--- src/rtl/core/psp_pkg.sv ---
// Shared constants, codes and types of the polygon support point core.
`timescale 1ns / 1ps

package psp_pkg;

  // Store capacity and derived widths
  localparam int MAX_VERTICES = 64;
  localparam int IDX_W        = $clog2(MAX_VERTICES);
  localparam int CNT_W        = $clog2(MAX_VERTICES + 1);
  localparam int COORD_W      = 16;
  localparam int SUM_W        = COORD_W + IDX_W;
  localparam int PROD_W       = 2 * COORD_W;
  localparam int DOT_W        = PROD_W + 1;
  localparam int SIDX_W       = 6;
  localparam int IDXX_W       = (IDX_W > SIDX_W) ? IDX_W : SIDX_W;
  localparam int DIV_STEP_W   = $clog2(SUM_W + 1);
  localparam int OP_W         = 2;
  localparam int STAT_W       = 2;

  // Request opcodes
  localparam logic [OP_W-1:0] OP_CLEAR  = 2'd0;
  localparam logic [OP_W-1:0] OP_APPEND = 2'd1;
  localparam logic [OP_W-1:0] OP_QUERY  = 2'd2;

  // Result status codes
  localparam logic [STAT_W-1:0] STAT_OK      = 2'd0;
  localparam logic [STAT_W-1:0] STAT_EMPTY   = 2'd1;
  localparam logic [STAT_W-1:0] STAT_DROPPED = 2'd2;

  // Sequencer states
  typedef enum logic [1:0] {
    ST_IDLE,
    ST_SCAN,
    ST_DRAIN,
    ST_DONE
  } state_t;

endpackage

--- src/rtl/core/polygon_support_point_core.sv ---
// Top level of the polygon support point core.
`timescale 1ns / 1ps

// Usage
//   Input channel (in_valid / in_ready): one request carries in_opcode, in_coord_x and
//   in_coord_y. Clear empties the vertex store, append stores one Q12.4 vertex,
//   query asks for the support point along the given direction.
//   Output channel (out_valid / out_ready): one result per query, none for clear,
//   append or unused opcodes. A result holds the support vertex, its store index,
//   the centroid and a status (ok, empty, appends dropped).
//   Clear and append keep the core in idle; it is ready again next cycle.
//   A query holds in_ready low until its result is loaded, which needs both the scan
//   and the centroid divisions finished: the scan reads one vertex per cycle from the
//   vertex RAM through a dot-product and compare pipeline of four stages. A shared
//   bit-serial divider computes the two centroid coordinates one after the other in
//   parallel with the scan. A query on an empty store skips both and goes straight
//   to the done state.
//   A finished result waits in the output register while the receiver stalls;
//   clear and append requests are still taken, a further query waits before its
//   result is loaded.
//   Reset (rst_n low, synchronous) empties the store and drops any pending result.

module polygon_support_point_core import psp_pkg::*; (
  input  logic                      clk,
  input  logic                      rst_n,
  input  logic                      in_valid,
  output logic                      in_ready,
  input  logic [OP_W-1:0]           in_opcode,
  input  logic signed [COORD_W-1:0] in_coord_x,
  input  logic signed [COORD_W-1:0] in_coord_y,
  output logic                      out_valid,
  input  logic                      out_ready,
  output logic signed [COORD_W-1:0] out_support_x,
  output logic signed [COORD_W-1:0] out_support_y,
  output logic [SIDX_W-1:0]         out_support_index,
  output logic signed [COORD_W-1:0] out_centre_x,
  output logic signed [COORD_W-1:0] out_centre_y,
  output logic [STAT_W-1:0]         out_status
);

  state_t state_r, state_nxt;

  // Store bookkeeping
  logic [CNT_W-1:0]          count_r;
  logic signed [SUM_W-1:0]   sum_x_r;
  logic signed [SUM_W-1:0]   sum_y_r;
  logic                      dropped_r;

  // Query context
  logic signed [COORD_W-1:0] dir_x_r;
  logic signed [COORD_W-1:0] dir_y_r;
  logic                      empty_r;
  logic [CNT_W-1:0]          issue_cnt_r;

  // Scan pipeline
  logic                      s1_v_r, s2_v_r, s3_v_r;
  logic [IDX_W-1:0]          s1_idx_r, s2_idx_r, s3_idx_r;
  logic signed [COORD_W-1:0] s2_x_r, s2_y_r, s3_x_r, s3_y_r;
  logic signed [PROD_W-1:0]  prod_x_r, prod_y_r;
  logic signed [DOT_W-1:0]   dot_r;

  // Best candidate so far
  logic signed [DOT_W-1:0]   best_dot_r;
  logic signed [COORD_W-1:0] best_x_r, best_y_r;
  logic [IDX_W-1:0]          best_idx_r;
  logic [IDXX_W-1:0]         best_idx_ext;

  // Centroid divider control
  logic                      div_phase_y_r;
  logic                      div_fin_r;
  logic signed [COORD_W-1:0] centre_x_r, centre_y_r;
  logic                      div_start;
  logic                      div_done;
  logic signed [SUM_W-1:0]   div_dividend;
  logic signed [COORD_W-1:0] div_quotient;

  // Output register
  logic                      out_valid_r;
  logic signed [COORD_W-1:0] out_x_r, out_y_r, out_cx_r, out_cy_r;
  logic [SIDX_W-1:0]         out_idx_r;
  logic [STAT_W-1:0]         out_stat_r;

  // RAM ports and strobes
  logic                      in_fire;
  logic                      is_query, is_append, is_clear;
  logic                      append_ok;
  logic                      rd_en;
  logic                      scan_last;
  logic                      load_out;
  logic [2*COORD_W-1:0]      ram_q;
  logic signed [COORD_W-1:0] ram_x, ram_y;

  assign in_ready  = (state_r == ST_IDLE);
  assign in_fire   = in_valid && in_ready;
  assign is_clear  = in_fire && (in_opcode == OP_CLEAR);
  assign is_append = in_fire && (in_opcode == OP_APPEND);
  assign is_query  = in_fire && (in_opcode == OP_QUERY);
  assign append_ok = (count_r < CNT_W'(MAX_VERTICES));
  assign scan_last = (issue_cnt_r == CNT_W'(count_r - CNT_W'(1)));
  assign ram_x     = $signed(ram_q[2*COORD_W-1:COORD_W]);
  assign ram_y     = $signed(ram_q[COORD_W-1:0]);

  psp_ram #(
    .WIDTH(2 * COORD_W),
    .DEPTH(MAX_VERTICES)
  ) u_vtx_ram (
    .clk    (clk),
    .wr_en  (is_append && append_ok),
    .wr_addr(count_r[IDX_W-1:0]),
    .wr_data({in_coord_x, in_coord_y}),
    .rd_en  (rd_en),
    .rd_addr(issue_cnt_r[IDX_W-1:0]),
    .rd_data(ram_q)
  );

  // Start x division on a query to a non-empty store, y division once x is done
  assign div_start    = (is_query && (count_r != '0)) || (div_done && !div_phase_y_r);
  assign div_dividend = (state_r == ST_IDLE) ? sum_x_r : sum_y_r;

  psp_div u_div (
    .clk     (clk),
    .rst_n   (rst_n),
    .start   (div_start),
    .dividend(div_dividend),
    .divisor (count_r),
    .done    (div_done),
    .quotient(div_quotient)
  );

  // Hold the sequencer state
  always_ff @(posedge clk) begin
    if (!rst_n) begin
      state_r <= ST_IDLE;
    end else begin
      state_r <= state_nxt;
    end
  end

  // Advance the sequencer and drive its strobes
  always_comb begin
    state_nxt = state_r;
    rd_en     = 1'b0;
    load_out  = 1'b0;
    unique case (state_r)
      ST_IDLE: begin
        if (is_query) begin
          state_nxt = (count_r == '0) ? ST_DONE : ST_SCAN;
        end
      end
      ST_SCAN: begin
        rd_en = 1'b1;
        if (scan_last) begin
          state_nxt = ST_DRAIN;
        end
      end
      ST_DRAIN: begin
        if (!s1_v_r && !s2_v_r && !s3_v_r && div_fin_r) begin
          state_nxt = ST_DONE;
        end
      end
      ST_DONE: begin
        if (!out_valid_r || out_ready) begin
          load_out  = 1'b1;
          state_nxt = ST_IDLE;
        end
      end
      default: state_nxt = ST_IDLE;
    endcase
  end

  // Update store bookkeeping on clear and append requests
  always_ff @(posedge clk) begin
    if (!rst_n) begin
      count_r   <= '0;
      sum_x_r   <= '0;
      sum_y_r   <= '0;
      dropped_r <= 1'b0;
    end else if (is_clear) begin
      count_r   <= '0;
      sum_x_r   <= '0;
      sum_y_r   <= '0;
      dropped_r <= 1'b0;
    end else if (is_append) begin
      if (append_ok) begin
        count_r <= count_r + CNT_W'(1);
        sum_x_r <= sum_x_r + SUM_W'(in_coord_x);
        sum_y_r <= sum_y_r + SUM_W'(in_coord_y);
      end else begin
        dropped_r <= 1'b1;
      end
    end
  end

  // Track scan issue and pipeline valid bits
  always_ff @(posedge clk) begin
    if (!rst_n) begin
      issue_cnt_r   <= '0;
      s1_v_r        <= 1'b0;
      s2_v_r        <= 1'b0;
      s3_v_r        <= 1'b0;
      empty_r       <= 1'b0;
      div_phase_y_r <= 1'b0;
      div_fin_r     <= 1'b0;
    end else begin
      s1_v_r <= rd_en;
      s2_v_r <= s1_v_r;
      s3_v_r <= s2_v_r;
      if (is_query) begin
        issue_cnt_r   <= '0;
        empty_r       <= (count_r == '0);
        div_phase_y_r <= 1'b0;
        div_fin_r     <= 1'b0;
      end else begin
        if (rd_en) begin
          issue_cnt_r <= issue_cnt_r + CNT_W'(1);
        end
        if (div_done) begin
          if (div_phase_y_r) begin
            div_fin_r <= 1'b1;
          end else begin
            div_phase_y_r <= 1'b1;
          end
        end
      end
    end
  end

  // Latch the direction, multiply, add and compare one vertex per stage, and store the centroid quotients
  always_ff @(posedge clk) begin
    if (is_query) begin
      dir_x_r <= in_coord_x;
      dir_y_r <= in_coord_y;
    end
    s1_idx_r <= issue_cnt_r[IDX_W-1:0];
    prod_x_r <= ram_x * dir_x_r;
    prod_y_r <= ram_y * dir_y_r;
    s2_idx_r <= s1_idx_r;
    s2_x_r   <= ram_x;
    s2_y_r   <= ram_y;
    dot_r    <= DOT_W'(prod_x_r) + DOT_W'(prod_y_r);
    s3_idx_r <= s2_idx_r;
    s3_x_r   <= s2_x_r;
    s3_y_r   <= s2_y_r;
    // Keep the first vertex, replace only on a strictly larger dot product
    if (s3_v_r && ((s3_idx_r == '0) || (dot_r > best_dot_r))) begin
      best_dot_r <= dot_r;
      best_x_r   <= s3_x_r;
      best_y_r   <= s3_y_r;
      best_idx_r <= s3_idx_r;
    end
    if (div_done) begin
      if (div_phase_y_r) begin
        centre_y_r <= div_quotient;
      end else begin
        centre_x_r <= div_quotient;
      end
    end
  end

  assign best_idx_ext = IDXX_W'(best_idx_r);

  // Hold the result until the receiver takes it
  always_ff @(posedge clk) begin
    if (!rst_n) begin
      out_valid_r <= 1'b0;
    end else if (load_out) begin
      out_valid_r <= 1'b1;
    end else if (out_ready) begin
      out_valid_r <= 1'b0;
    end
  end

  always_ff @(posedge clk) begin
    if (load_out) begin
      if (empty_r) begin
        out_x_r    <= '0;
        out_y_r    <= '0;
        out_idx_r  <= '0;
        out_cx_r   <= '0;
        out_cy_r   <= '0;
        out_stat_r <= STAT_EMPTY;
      end else begin
        out_x_r    <= best_x_r;
        out_y_r    <= best_y_r;
        out_idx_r  <= best_idx_ext[SIDX_W-1:0];
        out_cx_r   <= centre_x_r;
        out_cy_r   <= centre_y_r;
        out_stat_r <= dropped_r ? STAT_DROPPED : STAT_OK;
      end
    end
  end

  assign out_valid         = out_valid_r;
  assign out_support_x     = out_x_r;
  assign out_support_y     = out_y_r;
  assign out_support_index = out_idx_r;
  assign out_centre_x      = out_cx_r;
  assign out_centre_y      = out_cy_r;
  assign out_status        = out_stat_r;

endmodule

--- src/rtl/core/psp_ram.sv ---
// Generic simple dual-port RAM with registered read.
`timescale 1ns / 1ps

module psp_ram #(
  parameter int WIDTH = 32,
  parameter int DEPTH = 64
) (
  input  logic                     clk,
  input  logic                     wr_en,
  input  logic [$clog2(DEPTH)-1:0] wr_addr,
  input  logic [WIDTH-1:0]         wr_data,
  input  logic                     rd_en,
  input  logic [$clog2(DEPTH)-1:0] rd_addr,
  output logic [WIDTH-1:0]         rd_data
);

  logic [WIDTH-1:0] mem [DEPTH];

  // Write one word, read one word registered
  always_ff @(posedge clk) begin
    if (wr_en) begin
      mem[wr_addr] <= wr_data;
    end
    if (rd_en) begin
      rd_data <= mem[rd_addr];
    end
  end

endmodule

--- src/rtl/core/psp_div.sv ---
// Iterative signed-by-unsigned divider, one quotient bit per cycle.
`timescale 1ns / 1ps

module psp_div import psp_pkg::*; (
  input  logic                      clk,
  input  logic                      rst_n,
  input  logic                      start,
  input  logic signed [SUM_W-1:0]   dividend,
  input  logic [CNT_W-1:0]          divisor,
  output logic                      done,
  output logic signed [COORD_W-1:0] quotient
);

  logic                  busy_r;
  logic                  done_r;
  logic                  neg_r;
  logic [SUM_W-1:0]      shift_r;
  logic [CNT_W-1:0]      rem_r;
  logic [CNT_W-1:0]      div_r;
  logic [DIV_STEP_W-1:0] step_r;

  logic [CNT_W:0]        trial;
  logic [CNT_W:0]        diff;
  logic                  ge;
  logic [SUM_W-1:0]      q_signed;

  // Trial subtract of the divisor from the shifted remainder
  always_comb begin
    trial    = {rem_r, shift_r[SUM_W-1]};
    diff     = trial - {1'b0, div_r};
    ge       = (trial >= {1'b0, div_r});
    q_signed = neg_r ? (~shift_r + SUM_W'(1)) : shift_r;
  end

  assign done     = done_r;
  assign quotient = q_signed[COORD_W-1:0];

  // Sequence the steps
  always_ff @(posedge clk) begin
    if (!rst_n) begin
      busy_r <= 1'b0;
      done_r <= 1'b0;
      step_r <= '0;
    end else begin
      done_r <= 1'b0;
      if (start) begin
        busy_r <= 1'b1;
        step_r <= DIV_STEP_W'(SUM_W);
      end else if (busy_r) begin
        step_r <= step_r - DIV_STEP_W'(1);
        if (step_r == DIV_STEP_W'(1)) begin
          busy_r <= 1'b0;
          done_r <= 1'b1;
        end
      end
    end
  end

  // Load magnitude, then shift in one quotient bit per step
  always_ff @(posedge clk) begin
    if (start) begin
      neg_r   <= dividend[SUM_W-1];
      shift_r <= dividend[SUM_W-1] ? SUM_W'(-dividend) : dividend;
      rem_r   <= '0;
      div_r   <= divisor;
    end else if (busy_r) begin
      shift_r <= {shift_r[SUM_W-2:0], ge};
      rem_r   <= ge ? diff[CNT_W-1:0] : trial[CNT_W-1:0];
    end
  end

endmodule

--- config.mk ---
export PLATFORM = sky130hd
export DESIGN_NAME = polygon_support_point_core
export DESIGN_NICKNAME = d
export VERILOG_FILES = /design/src/rtl/core/psp_pkg.sv /design/src/rtl/core/polygon_support_point_core.sv /design/src/rtl/core/psp_ram.sv /design/src/rtl/core/psp_div.sv
export SDC_FILE = /design/constraint.sdc
export NUM_CORES = 2
export LEC_CHECK = 0
export BUFFER_PORTS_ARGS = -buffer_cell sky130_fd_sc_hd__buf_2
export CORE_MARGIN = 10
export CORE_UTILIZATION = 30
export DETAILED_ROUTE_END_ITERATION = 6
export SYNTH_ARGS = -nofsm -noshare
export SYNTH_HDL_FRONTEND = slang
export SYNTH_SLANG_ARGS = --single-unit
--- constraint.sdc ---
create_clock -name clk -period 9.6 [get_ports clk]
set_input_delay 0.96 -clock clk [delete_from_list [all_inputs] [get_ports clk]]
set_output_delay 0.96 -clock clk [all_outputs]
set_load 0.02 [all_outputs]
==> results by group <==
Place
  • Number of buffers inserted by port buffering: approximately 110
  • Detailed Place HPWL: 189 mm
  • Routability Congestion: 0.852
  • Total cell area at the placement stage: between 0.1 and 0.15 mm²
  • Setup slack after placement: 2940 ps

STA
  • Minimum setup slack in the final design: 2900 ps
  • RSZ-0062 raised after global routing: no
  • Final Cycle Share: 69.8%
  • Worst slew pin tran: 1250 ps
  • Final count of hold timing violations: 0
  • Number of setup violations in the final report: 0
  • Worst slew margin relative to its limit: 15.5%
  • Top achievable clock speed: 149 MHz
  • Worst setup skew after layout: 85.3 ps
  • Post-Route Setup TNS: 0 ps
  • Max-slew violation total from the final report: 0
  • Final critical-path required period: 6700 ps

Status
  • Status: finished, final reports clean

Worst hold path
  • Cells on Worst Hold Path: 0
  • Class of the most critical hold timing path: flip-flop to flip-flop

Critical path
  • Ordered list of cells on the worst path: nand2_1, inv_1, fa_1, fa_1, fa_1, fa_1, fa_1, inv_1, fa_1, inv_1, ha_1, and2_1, a2111oi_0, o22a_1, o21ai_1, a211oi_1, a21oi_1, xnor2_1
  • Critical setup path kind: flip-flop to flip-flop
  • Max FO, Critical Path: 17
  • Max stage delay cell, worst path: sky130_fd_sc_hd__fa_1
  • Most Frequent Cell on Critical Path: sky130_fd_sc_hd__fa_1
  • Critical Path Max Stage Delay: 870 ps
  • Data required time of the worst path: 10330 ps
  • Type of element capturing the critical path: flip-flop
  • Arrival time at the worst endpoint: 7440 ps
  • Critical path startpoint category: flip-flop
  • Reg2Reg Depth: 18

Routing
  • Number of design rule violations left after detail routing: 0
  • Via-per-instance ratio: 4.91
  • Overall via count from detail_route: 61900
  • Post-detailed-route count of antenna-violating nets: 0
  • Routed wirelength normalized by instance count: 23.7 µm
  • Length of the first detailed-routing pass in iterations: 6
  • Number of violations reported at the end of detailed-routing iteration 0: 6125
  • Total Routed Length: 299 mm

Die
  • Initial core utilization: 30.2%
  • Top-level I/O count: about 110
  • Die height: between 600 and 700 µm
  • Area enclosed by the die boundary: 0.421 mm²
  • Row count: 230
  • Std-Cell Core Area: 0.393 mm²
  • Width of the chip: 649 µm

Run
  • Reported max-cap violation count: 0

Yosys
  • Number of library cell types mapped by synthesis: 75
  • Gate count after technology mapping: 6888
  • Predominant post-synthesis flop cell: sky130_fd_sc_hd__edfxtp_1
  • List of most frequent post-synthesis cells: sky130_fd_sc_hd__edfxtp_1, sky130_fd_sc_hd__mux4_2, sky130_fd_sc_hd__inv_1
  • Yosys top cell by area: sky130_fd_sc_hd__edfxtp_1
  • Number of synthesized flops with an enable pin: 2317
  • Share of the synthesized area in the top cell type: around three fifths
  • Share of the yosys chip area belonging to registers: 63.0%
  • Flops & latches, synth: 2578
  • Share of flip-flops with an asynchronous set or reset: 0%
  • Number of warnings reported in the yosys synthesis log: 0
  • Post-synth net total: between 7000 and 8000
  • Summed instance area of the synthesized netlist: 0.119 mm²
  • Most used standard cell by instance count after synthesis: sky130_fd_sc_hd__edfxtp_1
  • Cell types occupying the most area after synthesis: sky130_fd_sc_hd__edfxtp_1, sky130_fd_sc_hd__mux4_2, sky130_fd_sc_hd__fa_1
  • Average cell area after synthesis: 17.2 µm²

Global routing
  • Number of antenna violations at the first check in global routing: 51
  • Number of global-route vias before repair: 64300
  • Pin count of the biggest net entering global routing: 153
  • Total global-route track usage: 13.7%
  • First-pass GRT wire length: 440 mm
  • Overflow left after global routing: 0

Final layout
  • Post-layout instance area: 0.136 mm²
  • Fill count: roughly 37000
  • Final nets: 8011
  • Fin util: 34.5%
  • Fraction of final layout cells with drive strength greater than 1: about a fifth
  • Area growth syn-to-layout: 14.2%

Clock tree
  • Worst-skew pair later-pin latency: about 900 ps
  • Clock sinks: 2578
  • Clock tree from TritonCTS: built
  • H-tree Lvls: 5
  • Clock edge transition at the registers on the reported setup and hold paths: around 60 ps
  • Resized Gates After CTS: 0
  • Number of buffers on the longest clock path: 4
  • Post-CTS repair timing setup buffer count: 0
  • Hold_buf cts: 0
  • Clock root buffer: sky130_fd_sc_hd__clkbuf_16
  • TritonCTS Buffers: 277
[final cells by class]
cell class	count	area (µm²)	area share, %
diodes	18	45.0	0.0332
clock buffers	351	7350	5.43
clock inverters	145	1820	1.34
inverters	662	2480	1.83
multi-input cells	3378	40700	30.1
flip-flops and latches	2578	74800	55.2
well taps	5220	6530	4.82
repair buffers	258	1760	1.30
[through the flow]
step / hold WS, ps / cells
2_1_floorplan: 310 / 6888
3_3_place_gp: 312 / 12100
3_5_place_dp: 312 / 12100
4_1_cts: 325 / 12600
5_1_grt: 327 / 12600
6_report: 319 / 12600
[path summary, 6_finish.rpt]
kind	endpoint	slack (ps)	startpoint
setup / recovery	prod_x_r[31]	2900	u_vtx_ram.rd_data[31]
hold / removal	s3_y_r[13]	320	s2_y_r[13]
setup reg to reg	prod_x_r[31]	2900	u_vtx_ram.rd_data[31]
hold reg to reg	s3_y_r[13]	320	s2_y_r[13]
[layout by cell type, fill, tap and decap left out, types with 54 or more instances in the layout]
| cell | instances |
|---|---|
| sky130_fd_sc_hd__edfxtp_1 | 2317 |
| sky130_fd_sc_hd__mux4_2 | 672 |
| sky130_fd_sc_hd__inv_1 | 660 |
| sky130_fd_sc_hd__fa_1 | 528 |
| sky130_fd_sc_hd__nand2_1 | 385 |
| sky130_fd_sc_hd__ha_1 | 288 |
| sky130_fd_sc_hd__clkbuf_16 | 281 |
| sky130_fd_sc_hd__and2_1 | 261 |
| sky130_fd_sc_hd__dfxtp_1 | 254 |
| sky130_fd_sc_hd__a21oi_1 | 166 |
| sky130_fd_sc_hd__nor2_1 | 145 |
| sky130_fd_sc_hd__buf_4 | 139 |
| sky130_fd_sc_hd__xnor2_1 | 129 |
| sky130_fd_sc_hd__buf_2 | 111 |
| sky130_fd_sc_hd__nor2b_1 | 94 |
| sky130_fd_sc_hd__nor2_4 | 64 |
| sky130_fd_sc_hd__clkbuf_1 | 64 |
| sky130_fd_sc_hd__nand3_1 | 56 |
| sky130_fd_sc_hd__o21ai_1 | 54 |
[state kept, by name (all words and copies together), names as in the netlist, 16 cells and up]
register,count
s3_x_r,16
s2_x_r,16
best_x_r,16
dir_x_r,16
s3_y_r,16
s2_y_r,16
prod_x_r,32
prod_y_r,32
out_support_x,16
sum_x_r,22
u_div.shift_r,22
out_support_y,16
u_vtx_ram.mem,2048
out_centre_x,16
centre_y_r,16
u_vtx_ram.rd_data,32
centre_x_r,16
best_y_r,16
dir_y_r,16
out_centre_y,16
best_dot_r,33
dot_r,33
sum_y_r,22
[cells by family after synthesis]
group           after synthesis  share of synthesized area [%]
compound gates              498                           2.64
xor+xnor                    173                           1.28
fa+ha+maj                   818                           12.0
buf+inv                     932                           3.06
flops                      2578                           63.0
mux                         709                           13.1
simple gates               1180                           4.95
[critical path: cells and delay by family, from the launching register on]
family / cells / cell delay (ps)
flip-flops: 1 / 770
AND/OR/NAND/NOR: 2 / 380
buffers and inverters: 3 / 250
adder cells (fa/ha/maj): 7 / 3760
AO/OA/AOI/OAI: 5 / 1240
XOR/XNOR: 1 / 150
[layer usage]
metal	global-route usage, %	part of all wire, %	vias to the layer above
met3	2.24	6.9	441
met4	3.32	2.3	20
met2	22.3	48	2211
li1	-	-	26300
met1	19.2	43	32900
met5	0	0.047	-
Power is not shown: default switching activity piles up to over one toggle a cycle in this logic, so the estimate is an artifact.
